## config.mk

```make
export PLATFORM = sky130hd
export DESIGN_NAME = sctc_mem
export DESIGN_NICKNAME = d
export VERILOG_FILES = /design/src/rtl/core/sctc_pkg.sv /design/src/rtl/core/sctc_mem.sv
export SDC_FILE = /design/constraint.sdc
export NUM_CORES = 2
export LEC_CHECK = 0
export BUFFER_PORTS_ARGS = -buffer_cell sky130_fd_sc_hd__buf_2
export CORE_MARGIN = 2
export CORE_UTILIZATION = 40
export CTS_CLUSTER_DIAMETER = 150
export CTS_CLUSTER_SIZE = 8
export DETAILED_ROUTE_END_ITERATION = 10
export SETUP_SLACK_MARGIN = 0.3
export SYNTH_ARGS = -nofsm -noshare
export SYNTH_HDL_FRONTEND = slang
export SYNTH_MEMORY_MAX_BITS = 65536
export SYNTH_SLANG_ARGS = --single-unit
```

## constraint.sdc

```tcl
create_clock -name clk -period 3.33 [get_ports clk]
set_input_delay 0.333 -clock clk [delete_from_list [all_inputs] [get_ports clk]]
set_output_delay 0.333 -clock clk [all_outputs]
set_load 0.005 [all_outputs]
```

## src/rtl/core/sctc_pkg.sv

```systemverilog
`timescale 1ns / 1ps
// ----------------------------------------------------------------------------
// sctc_pkg
// Shared types and character codes for the scrolling text console.
// ----------------------------------------------------------------------------
package sctc_pkg;

  localparam int CHAR_W  = 8;
  localparam int FIELD_W = 5;

  localparam logic [CHAR_W-1:0] CODE_BS        = 8'h08;
  localparam logic [CHAR_W-1:0] CODE_NL        = 8'h0A;
  localparam logic [CHAR_W-1:0] CODE_PRINT_MIN = 8'h20;
  localparam logic [CHAR_W-1:0] CODE_SPACE     = 8'h20;
  localparam logic [CHAR_W-1:0] CODE_ZERO      = 8'h00;

  typedef enum logic {
    OP_WRITE = 1'b0,
    OP_READ  = 1'b1
  } sctc_op_t;

  typedef enum logic [2:0] {
    ST_CLEAR,
    ST_IDLE,
    ST_BLANK,
    ST_DONE
  } sctc_state_t;

  // control strobes towards the text store
  typedef struct packed {
    logic wr_en;
    logic rd_en;
  } sctc_mem_ctl_t;

endpackage

```

## src/rtl/core/sctc_mem.sv

```systemverilog
`timescale 1ns / 1ps
// ----------------------------------------------------------------------------
// sctc_mem
// Text store: one port with a shared address, for writes and for registered reads.
// ----------------------------------------------------------------------------
module sctc_mem #(
  parameter int DEPTH = 600,
  parameter int AW    = 10
) (
  input  logic                       clk,
  input  sctc_pkg::sctc_mem_ctl_t    ctl,
  input  logic [AW-1:0]              addr,
  input  logic [sctc_pkg::CHAR_W-1:0] wdata,
  output logic [sctc_pkg::CHAR_W-1:0] rdata
);
  import sctc_pkg::*;

  logic [CHAR_W-1:0] store [DEPTH];

  always_ff @(posedge clk) begin
    if (ctl.wr_en) begin
      store[addr] <= wdata;
    end
    if (ctl.rd_en) begin
      rdata <= store[addr];
    end
  end

endmodule

```

## After elaboration in Yosys (flattened, before gate mapping)

Memory sizes are Yosys's and may differ from the RTL's. A register that Yosys moved wholly into a read port is not among the register bits.
Index checks and enable logic that the tools add are counted.

- Register bits after elaboration: 0
- RAM bits: 4800
- Bits of input ports: 21
- Output and inout port bits: 8
- Logic and storage cells: 3
- Memories kept: 1

Memories:

| memory | depth | width | rd ports | clocked after Yosys merged registers in | write ports | RTL line | source |
|---|---|---|---|---|---|---|---|
| store | 600 | 8 | 1 | 1 | 1 | sctc_mem.sv:18 | `logic [CHAR_W-1:0] store [DEPTH];` |

- Mux-type cells: 2

Operator list:

| operator | count |
|---|---|
| 1-bit 2-to-1 mux | 2 |

## Depth between registers and ports, before layout

- Depth in word-level cells: 2
- Gate-level depth with buffers: 15
- Depth with buffers taken out: 7

## Worst setup path after synthesis

No wires, ideal clock.

- Path type: input -> register
- From: input port addr[1]
- To: memory store[107][0] (enable)
- Setup time: 0.370 ns
- Arrival time: 2.885 ns
- Data required time: 2.960 ns
- Setup slack: 0.075 ns
- Cell stages on the path: 12
- Buffers on the path: 9
- Path through: buf_2 buf_4 buf_2 buf_2 buf_4 buf_4 buf_2 and3_1 buf_2 nand2_1 clkbuf_1 nor2_1

RTL lines:

| what | RTL line | source |
|---|---|---|
| start: declaration | sctc_mem.sv:12 | `input logic [AW-1:0] addr,` |
| end: declaration | sctc_mem.sv:18 |  |

Straight into the memory's write port.

==> flow_metrics.tcl <==
set metrics [dict create \
    outcome "completed" \
    io_buffers 28 \
    rows 250 \
    grt_use_total_pct 25.2 \
    clock_sinks 4808 \
    crit_buf_inv 1 \
    htree_levels 6 \
    finalClockSkew_ps 75.9 \
    overflow 0 \
    max_freq_ghz 0.307 \
    hpwl_mm 403 \
    setup_viol 0 \
    grt_pass1_vias 106000 \
    syn_inst 9722 \
    synth_area_leaders "edfxtp_1 78%, mux2i_1 8.3%, mux4_2 5.5%, o22ai_1 2.3%, nor2_1 1.5%" \
    path_cells "mux2i_1 -> o22ai_1 -> nor4_1 -> nand3_1 -> o21ai_1 -> buf_4 -> o2111ai_1 -> or4_1" \
    wirelength_mm 606 \
    clock_latency_ps 1100 \
    total_power_uw 135000 \
    hp-class "in2reg" \
    yosys.area.top_type_share_pct 77.8 \
    synthArstFlopShare_pct 0 \
    ys.flop_type "edfxtp_1" \
    end_kind "flip-flop" \
    pre_cts_ws_ps -1100 \
    cts_buffer_depth 4 \
    io-pin-count 29 \
    synth_area_per_cell_um2 19.1 \
    crit_type "reg2reg" \
    tightestPinTransition_ps 1300 \
    first_pass_iters 9 \
    timing.final.crit_share_pct 97.9 \
    drt_iter0_drc 14700 \
    leakage_uw 0.0775 \
    drive_above_1_share_pct 27.9 \
    yosys.cell_count.top_type "edfxtp_1" \
    synth_common_cells "4,808 x edfxtp_1, 1,536 x mux2i_1, 729 x nor2_1" \
    drc 0 \
    initial_utilization_pct 40.1 \
    grt_setup_unrepaired "true" \
    cpPeakStageDelay_ps 630 \
    crit_fanout 1 \
    start_kind "flip-flop" \
    die_area_mm2 0.469 \
    synthDistinctLibCells 65 \
    gp_congestion 0.918 \
    synth-seq-cells 4808 \
    setup_ws_ps 68.6 \
    powerDensity_mw_per_mm2 592 \
    dieWidth_um 685 \
    relSlewSlack_pct 12.4 \
    synth_area_mm2 0.185 \
    num_vias 107000 \
    synth_nets 9743 \
    fill_cells 37200 \
    via_per_inst 5.99 \
    detail_route.wl_per_cell_um 34.0 \
    synth-seq-area-share_pct 77.8 \
    areaGrowthSynthToFinish_pct 22.5 \
    cts_root_buf "clkbuf_16" \
    finalHoldViolCount 0 \
    grt_max_degree 151 \
    synth_edf_count 4808 \
    maxSlewViolCount 0 \
    worstPathArrival_ps 4080 \
    post-cts-setup-buffer-count 0 \
    vdd_drop_max_mv 0.462 \
    cts.clk_slew.worst_paths_ps 50 \
    drtAntennaViolNets 0 \
    coreArea_mm2 0.463 \
    final_nets 11600 \
    synth.largest_area_cell "edfxtp_1" \
    cts_tree "yes" \
    max_cap_viol_count 0 \
    cts_buffers 671 \
    cp_top_family "simple AND/OR/NAND/NOR gates" \
    antenna_found_initial 47 \
    slowest_stage "or4_1" \
    worstPathRequired_ps 4150 \
    grt_pass1_wl_mm 834 \
    period_minus_slack_ps 3260 \
    die_h_um 685 \
    yosys_warnings 0 \
]
report_power, final:
part           internal [uW]  switching [uW]
clock                  35800           24800
combinational           2530            4530
sequential             66800            54.5
total                 105000           29400
cell usage in the layout (no fill, tap or decap), types with 25 or more instances in the layout:
master / Yosys / layout
edfxtp_1: 4808 / 4808
mux2i_1: 1536 / 1536
buf_4: 71 / 1408
o22ai_1: 687 / 685
clkbuf_16: 0 / 676
nor2_1: 729 / 543
mux4_2: 451 / 451
buf_12: 0 / 324
nand2_1: 178 / 135
nor4_1: 143 / 135
a22oi_1: 112 / 108
nor2_2: 0 / 105
nor2_4: 0 / 81
nand3_1: 57 / 57
o21ai_0: 58 / 53
nor3_1: 47 / 43
nand2_2: 0 / 35
nand4_1: 30 / 30
a21oi_1: 28 / 28
diode_2: 0 / 25
flip-flops by register name, summed over array words and instances (netlist names):
| name | flops |
|---|---|
| store | 4800 |
| rdata | 8 |
layout make-up:
type                    count  area, um2  share of cell area (%)
inverters                   6       22.5                 0.00992
clock inverters            54       1180                   0.521
well taps                6174       7720                    3.40
clock buffers             677      16900                    7.45
multi-input cells        4305      39500                    17.4
diodes                     25       62.6                  0.0275
repair buffers           1765      17400                    7.64
flip-flops and latches   4808     144000                    63.6
worst register-to-register path, stage by stage, from the launching register on:
cell       delay, ps
edfxtp_1         350
mux2i_1          260
o22ai_1          180
nor4_1           430
nand3_1          300
o21ai_1          330
buf_4            180
o2111ai_1        330
or4_1            640
metal layers:
layer / vias to the layer above / GRT usage, % / share of wire, %
met5: - / 0 / 0.015
met4: 14 / 11.1 / 4.9
met3: 1225 / 5.96 / 10
met2: 6434 / 39.2 / 46
met1: 56000 / 33.8 / 39
li1: 43100 / - / -
what timing repair did:
| item | in CTS | in global routing |
|---|---|---|
| hold endpoints to repair | 695 | 0 |
| setup endpoints to repair | 7 | 5 |
| pin swaps | 3 | 0 |
| resized for setup | 20 | 11 |
| hold buffers | 9 | 0 |
through the flow:
stage	hold slack [ps]	cells	TNS, ps	area, um2	utilization [%]
final	83.7	17800	0	227000	49.1
after global routing	73.7	17800	0	227000	49.1
after CTS	2.39	17800	0	227000	49.1
after detailed placement	752	17000	-37090	209000	45.1
after global placement	749	17000	-43570	209000	45.1
after floorplan	432	9722	0	186000	-
path summary, 6_finish.rpt:
path | startpoint | end | slack [ps] | depth (start not counted)
setup reg to reg | store[239][5] | rdata[5] | 70 | 8
hold / removal | addr[9] | rdata[3] | 80 | 4
setup / recovery | store[239][5] | rdata[5] | 70 | 8
hold reg to reg | store[591][0] | rdata[0] | 1000 | 4
kinds of logic after synthesis:
family / synth area share, %
flip-flops: 77.8
multiplexers: 13.9
AND/OR/NAND/NOR: 3.00
AO/OA/AOI/OAI: 3.67
buffers and inverters: 1.57
(Power assumes the default switching activity.)
