--- config.mk ---
export PLATFORM = sky130hd
export DESIGN_NAME = sctc_ctrl
export DESIGN_NICKNAME = d
export VERILOG_FILES = /design/src/rtl/core/sctc_pkg.sv /design/src/rtl/core/sctc_ctrl.sv
export SDC_FILE = /design/constraint.sdc
export NUM_CORES = 1
export LEC_CHECK = 0
export BUFFER_PORTS_ARGS = -buffer_cell sky130_fd_sc_hd__buf_2
export CAP_MARGIN = 10
export CORE_ASPECT_RATIO = 1.75
export CORE_MARGIN = 4
export CORE_UTILIZATION = 55
export CTS_BUF_LIST = sky130_fd_sc_hd__clkbuf_16
export CTS_CLUSTER_SIZE = 14
export DETAILED_ROUTE_END_ITERATION = 8
export PLACE_DENSITY = 0.78
export REMOVE_ABC_BUFFERS = 1
export SYNTH_ARGS = -nofsm -noshare
export SYNTH_HDL_FRONTEND = slang
export SYNTH_SLANG_ARGS = --single-unit
--- constraint.sdc ---
create_clock -name clk -period 8.8 [get_ports clk]
set_clock_uncertainty 0.15 [all_clocks]
set_input_delay 1.32 -clock clk [delete_from_list [all_inputs] [get_ports clk]]
set_output_delay 1.32 -clock clk [all_outputs]
set_load 0.05 [all_outputs]
--- src/rtl/core/sctc_pkg.sv ---
`timescale 1ns / 1ps
// ----------------------------------------------------------------------------
// sctc_pkg
// Shared types and character codes for the scrolling text console.
// ----------------------------------------------------------------------------
package sctc_pkg;

  localparam int CHAR_W  = 8;
  localparam int FIELD_W = 5;

  localparam logic [CHAR_W-1:0] CODE_BS        = 8'h08;
  localparam logic [CHAR_W-1:0] CODE_NL        = 8'h0A;
  localparam logic [CHAR_W-1:0] CODE_PRINT_MIN = 8'h20;
  localparam logic [CHAR_W-1:0] CODE_SPACE     = 8'h20;
  localparam logic [CHAR_W-1:0] CODE_ZERO      = 8'h00;

  typedef enum logic {
    OP_WRITE = 1'b0,
    OP_READ  = 1'b1
  } sctc_op_t;

  typedef enum logic [2:0] {
    ST_CLEAR,
    ST_IDLE,
    ST_BLANK,
    ST_DONE
  } sctc_state_t;

  // control strobes towards the text store
  typedef struct packed {
    logic wr_en;
    logic rd_en;
  } sctc_mem_ctl_t;

endpackage

--- src/rtl/core/sctc_ctrl.sv ---
`timescale 1ns / 1ps
// ----------------------------------------------------------------------------
// sctc_ctrl
// Cursor, sequencer and result register for the scrolling text console.
// ----------------------------------------------------------------------------
module sctc_ctrl #(
  parameter int ROWS = 20,
  parameter int COLS = 30,
  parameter int AW   = 10
) (
  input  logic                          clk,
  input  logic                          rst,
  input  logic                          in_valid,
  output logic                          in_ready,
  input  logic                          op,
  input  logic [sctc_pkg::CHAR_W-1:0]   char_code,
  input  logic [sctc_pkg::FIELD_W-1:0]  screen_row,
  input  logic [sctc_pkg::FIELD_W-1:0]  screen_col,
  output logic                          out_valid,
  input  logic                          out_ready,
  output logic [sctc_pkg::CHAR_W-1:0]   cell_value,
  output logic [sctc_pkg::FIELD_W-1:0]  cursor_row,
  output logic [sctc_pkg::FIELD_W-1:0]  cursor_col,
  output logic [sctc_pkg::FIELD_W-1:0]  top_row,
  output sctc_pkg::sctc_mem_ctl_t       mem_ctl,
  output logic [AW-1:0]                 mem_addr,
  output logic [sctc_pkg::CHAR_W-1:0]   mem_wdata,
  input  logic [sctc_pkg::CHAR_W-1:0]   mem_rdata
);
  import sctc_pkg::*;

  localparam int RW    = $clog2(ROWS);
  localparam int CW    = $clog2(COLS);
  localparam int SW    = ((RW > FIELD_W) ? RW : FIELD_W) + 1;
  localparam int DEPTH = ROWS * COLS;

  sctc_state_t   state, state_next;
  logic [RW-1:0] cur_row, cur_row_next;
  logic [CW-1:0] cur_col, cur_col_next;
  logic [CW-1:0] bcol, bcol_next;
  logic [AW-1:0] clr_cnt, clr_cnt_next;
  logic          pend_read, pend_read_next;
  logic          out_valid_next;
  logic          load;

  logic [RW-1:0] row_inc, row_dec, rd_row;
  logic [SW-1:0] rd_sum;
  logic [AW-1:0] row_base, rd_addr;
  logic          in_range, accept, col_last;
  logic          is_print, is_nl, is_bs;

  assign row_inc  = (cur_row == RW'(ROWS - 1)) ? '0 : cur_row + RW'(1);
  assign row_dec  = (cur_row == '0) ? RW'(ROWS - 1) : cur_row - RW'(1);
  assign rd_sum   = SW'(row_inc) + SW'(screen_row);
  assign rd_row   = (rd_sum >= SW'(ROWS)) ? RW'(rd_sum - SW'(ROWS)) : RW'(rd_sum);
  assign row_base = AW'(cur_row * COLS);
  assign rd_addr  = AW'(rd_row * COLS) + AW'(screen_col);
  assign in_range = (int'(screen_row) < ROWS) && (int'(screen_col) < COLS);
  assign col_last = (cur_col == CW'(COLS - 1));
  assign is_print = (char_code >= CODE_PRINT_MIN);
  assign is_nl    = (char_code == CODE_NL);
  assign is_bs    = (char_code == CODE_BS);

  assign in_ready = (state == ST_IDLE);
  assign accept   = in_valid && in_ready;
  assign load     = (state == ST_DONE) && (!out_valid || out_ready);

  always_comb begin
    state_next     = state;
    cur_row_next   = cur_row;
    cur_col_next   = cur_col;
    bcol_next      = bcol;
    clr_cnt_next   = clr_cnt;
    pend_read_next = pend_read;
    mem_ctl        = '{wr_en: 1'b0, rd_en: 1'b0};
    mem_addr       = row_base + AW'(cur_col);
    mem_wdata      = CODE_SPACE;
    unique case (state)
      ST_CLEAR: begin
        mem_ctl.wr_en = 1'b1;
        mem_addr      = clr_cnt;
        mem_wdata     = CODE_ZERO;
        clr_cnt_next  = clr_cnt + AW'(1);
        if (clr_cnt == AW'(DEPTH - 1)) begin
          state_next = ST_IDLE;
        end
      end
      ST_IDLE: begin
        if (accept) begin
          pend_read_next = 1'b0;
          state_next     = ST_DONE;
          if (sctc_op_t'(op) == OP_READ) begin
            if (in_range) begin
              mem_ctl.rd_en  = 1'b1;
              mem_addr       = rd_addr;
              pend_read_next = 1'b1;
            end
          end else if (is_print) begin
            mem_ctl.wr_en = 1'b1;
            mem_wdata     = char_code;
            if (col_last) begin
              cur_row_next = row_inc;
              cur_col_next = '0;
              bcol_next    = '0;
              state_next   = ST_BLANK;
            end else begin
              cur_col_next = cur_col + CW'(1);
            end
          end else if (is_nl) begin
            cur_row_next = row_inc;
            cur_col_next = '0;
            bcol_next    = '0;
            state_next   = ST_BLANK;
          end else if (is_bs) begin
            mem_ctl.wr_en = 1'b1;
            if (cur_col == '0) begin
              cur_col_next = CW'(COLS - 1);
              cur_row_next = row_dec;
            end else begin
              cur_col_next = cur_col - CW'(1);
            end
          end
        end
      end
      ST_BLANK: begin
        mem_ctl.wr_en = 1'b1;
        mem_addr      = row_base + AW'(bcol);
        bcol_next     = bcol + CW'(1);
        if (bcol == CW'(COLS - 1)) begin
          state_next = ST_DONE;
        end
      end
      ST_DONE: begin
        if (load) begin
          state_next = ST_IDLE;
        end
      end
      default: begin
        state_next = ST_IDLE;
      end
    endcase
  end

  assign out_valid_next = load ? 1'b1 : (out_valid && !out_ready);

  always_ff @(posedge clk) begin
    if (rst) begin
      state <= ST_CLEAR;
    end else begin
      state <= state_next;
    end
  end

  always_ff @(posedge clk) begin
    if (rst) begin
      cur_row   <= '0;
      cur_col   <= '0;
      bcol      <= '0;
      clr_cnt   <= '0;
      pend_read <= 1'b0;
      out_valid <= 1'b0;
    end else begin
      cur_row   <= cur_row_next;
      cur_col   <= cur_col_next;
      bcol      <= bcol_next;
      clr_cnt   <= clr_cnt_next;
      pend_read <= pend_read_next;
      out_valid <= out_valid_next;
    end
  end

  always_ff @(posedge clk) begin
    if (load) begin
      cell_value <= pend_read ? mem_rdata : CODE_ZERO;
      cursor_row <= FIELD_W'(cur_row);
      cursor_col <= FIELD_W'(cur_col);
      top_row    <= FIELD_W'(row_inc);
    end
  end

`ifndef NO_ASSERTIONS
  a_cursor_in_range: assert property (@(posedge clk) disable iff (rst)
    (int'(cur_row) < ROWS) && (int'(cur_col) < COLS))
    else $error("cursor outside the screen");

  a_top_not_cursor: assert property (@(posedge clk) disable iff (rst)
    row_inc != cur_row)
    else $error("top row equals cursor row");

  a_single_port: assert property (@(posedge clk) disable iff (rst)
    !(mem_ctl.wr_en && mem_ctl.rd_en))
    else $error("store read and written in one cycle");

  a_blank_end: assert property (@(posedge clk) disable iff (rst)
    (state == ST_BLANK) && (bcol == CW'(COLS - 1)) |=>
      (state == ST_DONE) && (cur_col == '0))
    else $error("row blanking ended badly");

  a_result_follows: assert property (@(posedge clk) disable iff (rst)
    load |=> out_valid && (cursor_col == FIELD_W'($past(cur_col))))
    else $error("result not presented");
`endif

endmodule

Word-level counts from Yosys, hierarchy flattened
Cells that the tools add are included.
{"block": "totals", "input_bits": 31, "output_inout_bits": 45, "latch_bits": 0, "memories": 0, "ramBits": 0, "regBits": 53, "rom_bits": 0}
{"block": "op_classes", "reduce_logical": 19, "shifts": 0, "n_mul": 2, "addsub": 11, "eq_ne": 17, "magnitude_cmp": 4, "bitwise_logic": 1, "muxes": 46, "div_mod_pow": 0}
{"operator": "$mux W5", "n": 18}
{"operator": "$add A10 B5 Y10", "n": 3}
{"operator": "$mux W10", "n": 3}
{"operator": "$pmux W10 S3", "n": 1}
{"operator": "$mux W8", "n": 3}
{"operator": "$mul A5 B4 Y9 const B", "n": 2}
{"operator": "$mux W3", "n": 6}
{"operator": "$eq A8 B4 Y1 const B", "n": 2}
{"operator": "$pmux W8 S2", "n": 1}
{"operator": "$add A5 B1 Y5 const B", "n": 3}
{"operator": "$eq A5 B5 Y1 const B", "n": 3}
{"operator": "$pmux W3 S4", "n": 1}
{"operator": "$add A10 B1 Y10 const B", "n": 1}
{"operator": "$eq A10 B10 Y1 const B", "n": 1}
{"operator": "$logic_not A5 Y1", "n": 2}
{"operator": "$lt A5 B5 Y1 const B", "n": 2}
{"operator": "$mux W1", "n": 10}
{"operator": "$ne A2 B2 Y1 const B", "n": 5}
{"operator": "$pmux W5 S2", "n": 1}
{"operator": "$sub A5 B1 Y5 const B", "n": 2}
{"operator": "$ge A8 B6 Y1 const B", "n": 1}
{"operator": "$reduce_and A4 Y1", "n": 2}
{"operator": "$add A5 B5 Y6", "n": 1}
{"operator": "$eq A3 B2 Y1 const B", "n": 2}
{"operator": "other kinds (19)", "n": 24}

Depth between registers and ports, before layout
Gate-level depths: netlist of the first run.
{"block": "depth", "depth_word": 11, "ltp_mapped": 26, "mapped_depth_nobuf": 26}

Least setup slack after synthesis of the first run
No wires, ideal clock.
{"block": "synth_path", "kind": "register to output", "from": "register cur_row[2]", "to": "output mem_addr[7]", "arrival_ns": 6.427, "required_ns": 7.330, "stages_incl_launch_ff": 25, "slack_ns": 0.903, "cell_sequence": "dfxtp_1 > inv_1 > ha_1 > nand2_1 > o21ai_0 > inv_1 > ha_1 > a21o_1 > a21oi_1 > xor2_1 > ha_1 > a21boi_0 > o21bai_1 > xnor2_1 > inv_1 > fa_1 > fa_1 > fa_1 > ha_1 > o21ai_0 > a21oi_1 > nand2_1 > xnor2_1 > a222oi_1 > o22ai_1"}
{"block": "synth_via", "elab_chain_len": 11}
{"item": "start: declaration", "line_no": "sctc_ctrl.sv:38", "rtl": "logic [RW-1:0] cur_row, cur_row_next;"}
{"item": "start signal: assignment", "line_no": "sctc_ctrl.sv:163", "rtl": "cur_row <= cur_row_next;"}
{"item": "$eq A5 B5 Y1 (*)", "line_no": "sctc_ctrl.sv:52", "rtl": "assign row_inc = (cur_row == RW'(ROWS - 1)) ? '0 : cur_row + RW'(1);"}
{"item": "$mux W5 (*)", "line_no": "sctc_ctrl.sv:52"}
{"item": "named net row_inc[1]", "line_no": "sctc_ctrl.sv:46", "rtl": "logic [RW-1:0] row_inc, row_dec, rd_row;"}
{"item": "$add A5 B5 Y6 (*)", "line_no": "sctc_ctrl.sv:54", "rtl": "assign rd_sum = SW'(row_inc) + SW'(screen_row);"}
{"item": "$sub A5 B5 Y5 or $ge A6 B5 Y1 (tied branches)", "line_no": "sctc_ctrl.sv:55", "rtl": "assign rd_row = (rd_sum >= SW'(ROWS)) ? RW'(rd_sum - SW'(ROWS)) : RW'(rd_sum);"}
{"item": "$mux W5 (*)", "line_no": "sctc_ctrl.sv:55"}
{"item": "$mul A5 B4 Y9 (*)", "line_no": "sctc_ctrl.sv:57", "rtl": "assign rd_addr = AW'(rd_row * COLS) + AW'(screen_col);"}
{"item": "$add A10 B5 Y10 (*)", "line_no": "sctc_ctrl.sv:57"}
{"item": "$mux W10 (*)", "line_no": "sctc_ctrl.sv:93", "rtl": "if (in_range) begin"}
{"item": "$mux W10 (*)", "line_no": "sctc_ctrl.sv:92", "rtl": "if (sctc_op_t'(op) == OP_READ) begin"}
{"item": "$mux W10 (*)", "line_no": "sctc_ctrl.sv:89", "rtl": "if (accept) begin"}
{"item": "$pmux W10 S3 (*)", "line_no": "sctc_ctrl.sv:78", "rtl": "unique case (state)"}
{"item": "end: declaration", "line_no": "sctc_ctrl.sv:26", "rtl": "output logic [AW-1:0] mem_addr,"}
The timed path passes the listed nets; every way through them passes the cells marked *.

Worst setup path in the final report of the first run
{"block": "layout_path", "from": "register cur_row[3]", "to": "output mem_addr[9]"}
Same word-level chain as after synthesis.

==> impl_results.md, run 1 <==
- Cell area after layout: 5460 µm²
- Most common cell in the synthesized netlist: ha_1
- Clock buffer depth: 2
- FF-to-FF Start: state[1]
- CTS Buf Count: 5
- Worst setup SP type: flop
- Cell depth of the worst flop-to-flop path: 8
- Final setup fails: 0
- Static Leak: 2.38 nW
- Vias in the first global route: 4218
- Port bufs: 75
- Worst path required time: 7.33 ns
- DP Wirelength: 9480 µm
- CP Class: reg -> out
- Switching Fraction: 43.0%
- Hold WC Path Type: reg -> reg
- Slew headroom: 25.5%
- Synthesized flop and latch total: 52
- Ys async rst share: 0%
- Gr usage total: 22.9%
- Share of the yosys chip area belonging to registers: 26.5%
- Primary FF master, synth: dfxtp_1
- Final Hold Vio Count: 0
- Final WL: 11600 µm
- Top Ports: 76
- TritonCTS Sinks: 52
- Hold depth: 2
- Final Max Slew Viols: 0
- # nets final: 721
- Cell-internal power: 615 µW
- First-pass GRT wire length: 19400 µm
- Initial antenna violation count: 0
- Pwr/cell area: 197 nW/µm²
- Area fraction of the dominant cell type after synthesis: 15.7%
- Die area: 10300 µm²
- Placed instance area: 5260 µm²
- Core area: 8420 µm²
- Skew-Pair Late Insertion Delay: 0.29 ns
- Worst setup EP type: primary output
- N_diodes: 0
- Critical Path Fanout Max: 9
- Top cells by count, synth: 60 x ha_1, 50 x inv_1, 50 x nor2_1, 42 x nand2_1
- Clock power frac: 19.8%
- Post-synth top area cell: ha_1
- Die Y: 131 µm
- Final min period: 8.25 ns
- Final Core Density: 64.9%
- Beginning of the critical path: cur_row[3]
- Post-Syn Instances: 545
- Rows: 44
- Global placer's final weighted congestion: 0.955
- First-pass DRT Iterations: 7
- Fmax: 0.121 GHz
- RSZ-0062 raised after global routing: no
- Sw Pwr: 463 µW
- Die W: 78.6 µm
- Drt drc: 0
- P&R area growth vs syn: 14.1%
- Hold Crit Start: clr_cnt[9]
- Worst-margin pin slew: 1.11 ns
- Share of cells above drive strength 1: 17.4%
- Clk root buf: clkbuf_16
- Hold Path End: clr_cnt[9]
- CTS tree: yes
- Max_cap viols: 0
- Synth unique cells: 62
- Clock transition at the registers of the reported paths: 0.06 ns
- Grt ovf: 0
- Routed len/inst: 15.9 µm
- H-Tree Depth: 2
- Combinational Power Share: 54.4%
- R2r endpoint: cur_row[4]
- Status: finished, final reports clean
- Worst path arrival time: 6.78 ns
- Flop pwr share: 25.8%
- Cell Area, Synth: 4790 µm²
- Warnings, synthesis: 0
- Initial DRC Count: 243
- Number of flops mapped to enable cells by yosys: 23
- Via density: 5.87
- Power, Total: 1.08 mW
- Setup_tns: 0 ns
- Final worst-path cycle share: 93.8%
- Syn_area_per_cell: 8.79 µm²
- Final hold slack: 0.365 ns
- Antenna-violating nets left: 0
- R2R Setup Slk: 5.95 ns
- Via count: 4290
- Synth area leaders: ha_1 16%, edfxtp_1 14%, dfxtp_1 12%, fa_1 6.3%, xnor2_1 5.1%
- VDD IR-drop max: 0.249 mV
- Largest net degree at the start of global routing: 27
- Initial Util: 56.9%
-- cells in the final DEF (no fill, tap or decap), types with 4 or more instances in the layout --
cell,n
a211oi_1,6
and2_1,10
or3_1,7
xor2_1,14
nand3_1,10
dfxtp_2,4
mux2i_1,4
a311oi_1,4
dfxtp_1,25
o22ai_1,8
nor3_1,8
o211ai_1,4
nand2_1,42
or2_2,5
inv_1,49
buf_2,75
edfxtp_1,23
fa_1,15
a21oi_1,29
nor2_1,50
o21ai_0,25
nor2b_1,8
and3_1,6
a222oi_1,6
clkbuf_16,5
ha_1,57
a21o_1,9
nand4_1,12
xnor2_1,27
-- per-stage QoR --
stage | setup slack (ns) | cells
CTS | 0.117 | 730
detailed placement | 0.308 | 722
global placement | 0.694 | 722
floorplan | 0.879 | 532
finish | 0.549 | 731
global route | 0.0561 | 731
-- routing by layer --
metal / GRT usage (%) / part of all wire (%)
met1: 24.7 / 37
met2: 42.4 / 54
met5: 0 / 0
met4: 12.3 / 4.2
met3: 2.33 / 4.8
-- critical path: stages, from the launching register on --
cell and delay, ns:
dfxtp_2 0.38, inv_1 0.18, ha_2 0.27, nand2_1 0.10
o21ai_2 0.24, inv_1 0.09, ha_1 0.27, a21o_1 0.19
a21oi_1 0.23, xor2_2 0.26, ha_2 0.28, a21boi_1 0.23
o21bai_1 0.14, xnor2_1 0.22, inv_1 0.13, fa_1 0.51
fa_1 0.55, fa_1 0.50, ha_1 0.32, o21ai_0 0.11
a21oi_1 0.12, and3_1 0.19, and4_1 0.20, a32o_1 0.25
or3_1 0.30, buf_2 0.22
-- state kept, by name, summed over array words and instances, names as in the netlist --
signal	flops
clr_cnt	10
cell_value	8
bcol	5
cur_col	5
cur_row	5
cursor_col	5
cursor_row	5
top_row	5
state	2
out_valid	1
pend_read	1
-- power by group through the flow --
| stage | clock network, mW | registers (mW) | logic, mW |
|---|---|---|---|
| 6_report | 0.214 | 0.278 | 0.586 |
| 3_3_place_gp | 0 | 0.283 | 0.563 |
| 3_5_place_dp | 0 | 0.283 | 0.578 |
| 4_1_cts | 0.214 | 0.278 | 0.580 |
| 2_1_floorplan | 0 | 0.283 | 0.448 |
| 5_1_grt | 0.225 | 0.280 | 0.643 |
-- repair_timing --
| action | 4_1_cts | 5_1_grt |
|---|---|---|
| gates resized for setup | 1 | 12 |
| setup buffers | 0 | 1 |
| pin swaps | 0 | 1 |
| endpoints found under the setup margin | 1 | 5 |
| hold buffers | 0 | 0 |
-- how the worst max path moves through the flow --
stage | end | depth (start not counted) | slack [ns]
finish | mem_addr[9] | 25 | 0.55
floorplan | mem_addr[7] | 24 | 0.88
global placement | mem_addr[9] | 24 | 0.69
detailed placement | mem_addr[9] | 24 | 0.31
global route | mem_addr[9] | 25 | 0.06
CTS | mem_addr[9] | 25 | 0.12
-- cell type report --
| cell class | instances | area [µm²] |
|---|---|---|
| Clock buffer | 5 | 125 |
| Clock inverter | 3 | 37.5 |
| Fill cell | 737 | 2960 |
| Inverter | 50 | 188 |
| Multi-Input combinational cell | 430 | 3310 |
| Sequential cell | 52 | 1280 |
| Tap cell | 115 | 144 |
| Timing Repair Buffer | 76 | 383 |
-- logic make-up (layout without fill, tap and decap cells) --
logic type | count (synthesis) | in the layout | share of synthesized area, %
flops | 52 | 52 | 26.5
xor+xnor | 44 | 44 | 8.33
fa+ha+maj | 75 | 75 | 21.9
compound gates | 130 | 130 | 18.8
buf+inv | 63 | 134 | 4.96
mux | 5 | 5 | 1.07
simple gates | 176 | 176 | 18.4
(Power assumes the default switching activity.)
==> run 2: changes to the inputs <==
--- a/constraint.sdc
+++ b/constraint.sdc
@@ -4,2 +4,2 @@
 set_output_delay 1.32 -clock clk [all_outputs]
-set_load 0.05 [all_outputs]
+set_load 0.1 [all_outputs]
==> run 2 against run 1 <==
  * Worst setup slack got worse by 0.12 ns
  * Register-to-register slack worse by 0.03 ns
  * Largest cell class unchanged
  * Combinational power increased by 12%
  * Clock-buffer cell count increased by 1
  * Non-clock buffer count unchanged
  * Wire length is 0.22% lower
  * Sequential power is essentially flat
  * Clock power decreased by 3%
  * Sequential cell count unchanged
  * Global-route usage up 0.23 points
  * Critical endpoint unchanged
  * Total power up 6.0%
  * First-iteration DRC count up 65%
==> impl_results.md, run 2 (same netlist as run 1, synthesis figures left out) <==
- Setup_tns: 0 ns
- Rows: 44
- DP Wirelength: 9400 µm
- Gr usage total: 23.1%
- Fin worst setup slack: 0.426 ns
- Power, Total: 1.14 mW
- H-Tree Depth: 2
- Fmax: 0.119 GHz
- Postcts setup bufs: 0
- TritonCTS Sinks: 52
- Switching Fraction: 47.3%
- Global placer's final weighted congestion: 0.950
- Slew headroom: 27.3%
- Dpl ws: 0.337 ns
- Sw Pwr: 540 µW
- Share of cells above drive strength 1: 17.2%
- First-pass DRT Iterations: 5
- First-pass GRT wire length: 19600 µm
- Flop pwr share: 24.3%
- Hold Crit Start: clr_cnt[9]
- Final Hold Vio Count: 0
- CP Class: reg -> out
- Die W: 78.6 µm
- Core area: 8420 µm²
- Initial DRC Count: 401
- Antenna-violating nets left: 0
- Skew-Pair Late Insertion Delay: 0.30 ns
- Clk root buf: clkbuf_16
- Clock buffer depth: 2
- Clock power frac: 18.1%
- R2R Setup Slk: 5.92 ns
- Die Y: 131 µm
- Most frequent cells in the layout: 74 x buf_2, 58 x ha_1, 50 x nor2_1
- Max_cap viols: 0
- Final WL: 11600 µm
- Initial antenna violation count: 0
- Cell-internal power: 602 µW
- Biggest register: clr_cnt
- Fillers: 728
- Die area: 10300 µm²
- Beginning of the critical path: cur_row[2]
- Vias in the first global route: 4265
- Max FFs per register: 10
- Worst path arrival time: 6.90 ns
- Worst setup SP type: flop
- Worst-margin pin slew: 1.09 ns
- Static Leak: 2.37 nW
- Final Core Density: 64.7%
- Critical Path Fanout Max: 10
- Drt drc: 0
- CTS tree: yes
- Worst path required time: 7.33 ns
- Top Ports: 76
- Combinational Power Share: 57.6%
- N_diodes: 0
- Final worst-path cycle share: 95.2%
- Final min period: 8.37 ns
- Hold WC Path Type: reg -> reg
- CTS Buf Count: 5
- Status: finished, final reports clean
- FF-to-FF Start: state[1]
- Port bufs: 75
- Initial Util: 56.9%
- Most common cell after layout, fill and taps aside: buf_2
- Via count: 4248
- Post-CTS Hold Buffers: 0
- # nets final: 721
- Via density: 5.81
- Grt ovf: 0
- Clock transition at the registers of the reported paths: 0.07 ns
- Largest net degree at the start of global routing: 27
- VDD IR-drop max: 0.212 mV
- Routed len/inst: 15.9 µm
- Worst setup EP type: primary output
- P&R area growth vs syn: 13.8%
- Top flop regs: clr_cnt (10), cell_value (8)
- Pwr/cell area: 210 nW/µm²
- Final setup fails: 0
- Final Max Slew Viols: 0
[run 2: worst paths after layout]
kind / to / cells past startpoint
worst max-delay path: mem_addr[9] / 24
worst min-delay path: clr_cnt[9] / 2
worst max register to register: cur_row[2] / 8
worst min register to register: clr_cnt[9] / 2
[run 2: stage by stage]
stage | instances | hold WS (ns) | instance area, µm²
6_report | 731 | 0.366 | 5450
5_1_grt | 731 | 0.426 | 5450
4_1_cts | 731 | 0.366 | 5430
3_5_place_dp | 723 | 0.356 | 5270
3_3_place_gp | 723 | 0.339 | 5270
2_1_floorplan | 532 | 0.315 | 4740
[run 2: critical path, cell delays in order (launching register included)]
cell      delay (ns)
dfxtp_2         0.48
inv_2           0.13
ha_1            0.28
a31oi_1         0.33
ha_1            0.24
inv_1           0.05
fa_1            0.39
xnor2_1         0.33
inv_1           0.09
ha_2            0.23
a21boi_0        0.15
o21bai_1        0.27
xnor2_1         0.20
inv_1           0.14
fa_1            0.50
fa_1            0.55
fa_1            0.50
ha_1            0.32
o21ai_0         0.12
a21oi_1         0.12
and3_1          0.19
and4_1          0.19
a32o_1          0.24
or3_1           0.30
clkbuf_4        0.28
[run 2: power by group through the flow]
stage	combinational (mW)	clock [mW]	sequential (mW)
6_report	0.658	0.207	0.278
5_1_grt	0.720	0.216	0.280
4_1_cts	0.657	0.207	0.278
3_5_place_dp	0.655	0	0.283
3_3_place_gp	0.637	0	0.282
2_1_floorplan	0.521	0	0.286
[run 2: layer usage]
metal | routed length (µm) | vias up | share of wire (%) | global-route usage (%)
met1 | 4450 | 2019 | 38 | 25.4
met3 | 487 | 23 | 4.2 | 2.60
li1 | - | 2091 | - | -
met2 | 6370 | 115 | 55 | 43.8
met4 | 289 | 0 | 2.5 | 8.85
met5 | 0 | - | 0 | 0
[run 2: area by class of cell]
class | instances | area [µm²] | area share (%)
sequential | 52 | 1270 | 23.4
tap | 115 | 144 | 2.64
clock inverter | 2 | 7.51 | 0.138
clock buffer | 6 | 150 | 2.75
multi-input combinational | 430 | 3300 | 60.6
inverter | 50 | 188 | 3.44
timing repair buffer | 76 | 385 | 7.07
[run 2: timing repair]
action,in CTS,in global routing
pin swaps,0,1
endpoints found under the setup margin,1,5
gates cloned,0,0
resized for setup,1,9
==> run 3: changes to the inputs <==
Settings changed: MAX_ROUTING_LAYER set to met4.
==> run 3 against run 2 <==
  * Via count rose by 3.0%
  * Total power fell by 0.20%
  * First-iteration DRC count fell by 36%
  * Sequential power barely moved
  * Final cell count fell by 0.14%
  * Worst setup slack got worse by 0.055 ns
  * Combinational power barely moved
  * Worst hold slack got worse by 0.0061 ns
  * Utilization barely moved
==> impl_results.md, run 3 (same netlist as run 1, synthesis figures left out) <==
- Most common cell after layout, fill and taps aside: buf_2
- Slew headroom: 25.0%
- Via count: 4374
- Worst path bufs/invs: 4
- Postcts setup bufs: 0
- N_diodes: 0
- Grt ovf: 0
- Die W: 78.6 µm
- Worst path required time: 7.33 ns
- DP Wirelength: 9510 µm
- Drt drc: 0
- Final Hold Vio Count: 0
- Largest net degree at the start of global routing: 27
- Initial antenna violation count: 0
- Gr usage total: 23.7%
- VDD IR-drop max: 0.255 mV
- Max FFs per register: 10
- Clk root buf: clkbuf_16
- Worst path arrival time: 6.96 ns
- # nets final: 720
- Core area: 8420 µm²
- Via density: 5.99
- Antenna-violating nets left: 0
- Initial Util: 56.9%
- Port bufs: 75
- Vias in the first global route: 4383
- H-Tree Depth: 2
- Final worst-path cycle share: 95.8%
- Die area: 10300 µm²
- Fillers: 739
- Sequential cell area: 1270 µm²
- Final WL: 11700 µm
- Hold WC Path Type: reg -> reg
- CTS tree: yes
- First-pass DRT Iterations: 5
- Crit path max-delay family: adder cells
- Final Max Slew Viols: 0
- CTS Buf Count: 5
- Worst-margin pin slew: 1.12 ns
- Static Leak: 2.37 nW
- Worst setup SP type: flop
- CP Class: reg -> out
- Critical Path Fanout Max: 7
- Biggest register: clr_cnt
- Clock transition at the registers of the reported paths: 0.06 ns
- Worst setup EP type: primary output
- Power, Total: 1.14 mW
- Global placer's final weighted congestion: 0.978
- R2R Setup Slk: 5.90 ns
- Final setup fails: 0
- Initial DRC Count: 258
- Most frequent cells in the layout: 74 x buf_2, 57 x ha_1, 50 x nor2_1
- First-pass GRT wire length: 19700 µm
- Final Core Density: 64.8%
- Final min period: 8.43 ns
- Slowest-stage cell, CP: fa_1
- Status: finished, final reports clean
- Die Y: 131 µm
- Slowest Stage Delay on Critical Path: 0.56 ns
- Max_cap viols: 0
- Routed len/inst: 16.1 µm
- Top flop regs: clr_cnt (10), cell_value (8)
- Rows: 44
- TritonCTS Sinks: 52
- Pwr/cell area: 209 nW/µm²
- Skew-Pair Late Insertion Delay: 0.29 ns
- Share of cells above drive strength 1: 17.2%
- P&R area growth vs syn: 13.8%
- Clock buffer depth: 2
- Multi-input logic area: 3310 µm²
- Fmax: 0.119 GHz
- Critical-path cell list: inv_1, ha_1, o21ai_4, inv_1, ha_1, a21o_1, a21oi_1, xor2_2, ha_2, a21boi_0, o21bai_1, xnor2_1, inv_1, fa_1, fa_1, fa_1, ha_1, o21ai_0, a21oi_1, and3_1, and4_1, a32o_1, or3_1, clkbuf_4
- Top Ports: 76
[run 3: cell count changes in the layout (fill, tap and decap cells not counted), sizes merged]
cell and delta:
buf -1, clkinv +1, inv -1
[run 3: final timing paths]
path,start,end,cells past startpoint
setup / recovery,cur_row[1],mem_addr[9],24
hold / removal,clr_cnt[9],clr_cnt[9],2
setup reg to reg,state[1],cur_row[4],8
hold reg to reg,clr_cnt[9],clr_cnt[9],2
[run 3: timing repair]
action / 4_1_cts / 5_1_grt
pin swaps: 0 / 1
hold buffers: 0 / 0
resized for setup: 1 / 12
setup endpoints to repair: 1 / 6
cloned: 0 / 0
[run 3: power by group]
part / leakage (nW) / switching [mW] / total, mW / internal [mW]
registers: 0.440 / 0.0151 / 0.278 / 0.263
clock network: 0.0832 / 0.0819 / 0.203 / 0.121
logic: 1.85 / 0.442 / 0.659 / 0.217
[run 3: layer usage]
layer	GRT usage, %	up-vias	share of wire, %
met2	43.5	160	54
met1	25.0	2085	37
met5	-	-	0
met4	10.6	0	3.4
met3	2.19	33	5.0
li1	-	2096	-
[run 3: worst reg2reg max path: stages, from the launching register on]
cell and delay, ns:
dfxtp_1 0.34, inv_1 0.08, ha_1 0.40, nand2_1 0.21, nor2_1 0.40, o21ai_0 0.34, nor3_2 0.54, a21oi_1 0.14
a211oi_1 0.23
[run 3: final cells by class]
cell class / count / share of cell area, %
well taps: 115 / 2.64
repair buffers: 75 / 6.93
inverters: 50 / 3.44
clock buffers: 6 / 2.75
clock inverters: 2 / 0.161
multi-input cells: 430 / 60.7
flip-flops and latches: 52 / 23.4
[run 3: per-stage QoR]
stage / setup WS (ns) / hold WS, ns / std cells / cell area, µm² / TNS [ns]
2_1_floorplan: 0.164 / 0.315 / 532 / 4740 / 0
3_3_place_gp: 0.594 / 0.339 / 722 / 5260 / 0
3_5_place_dp: 0.279 / 0.360 / 722 / 5260 / 0
4_1_cts: 0.0764 / 0.364 / 730 / 5420 / 0
5_1_grt: -0.0110 / 0.416 / 730 / 5450 / -0.0110
6_report: 0.371 / 0.360 / 730 / 5450 / 0
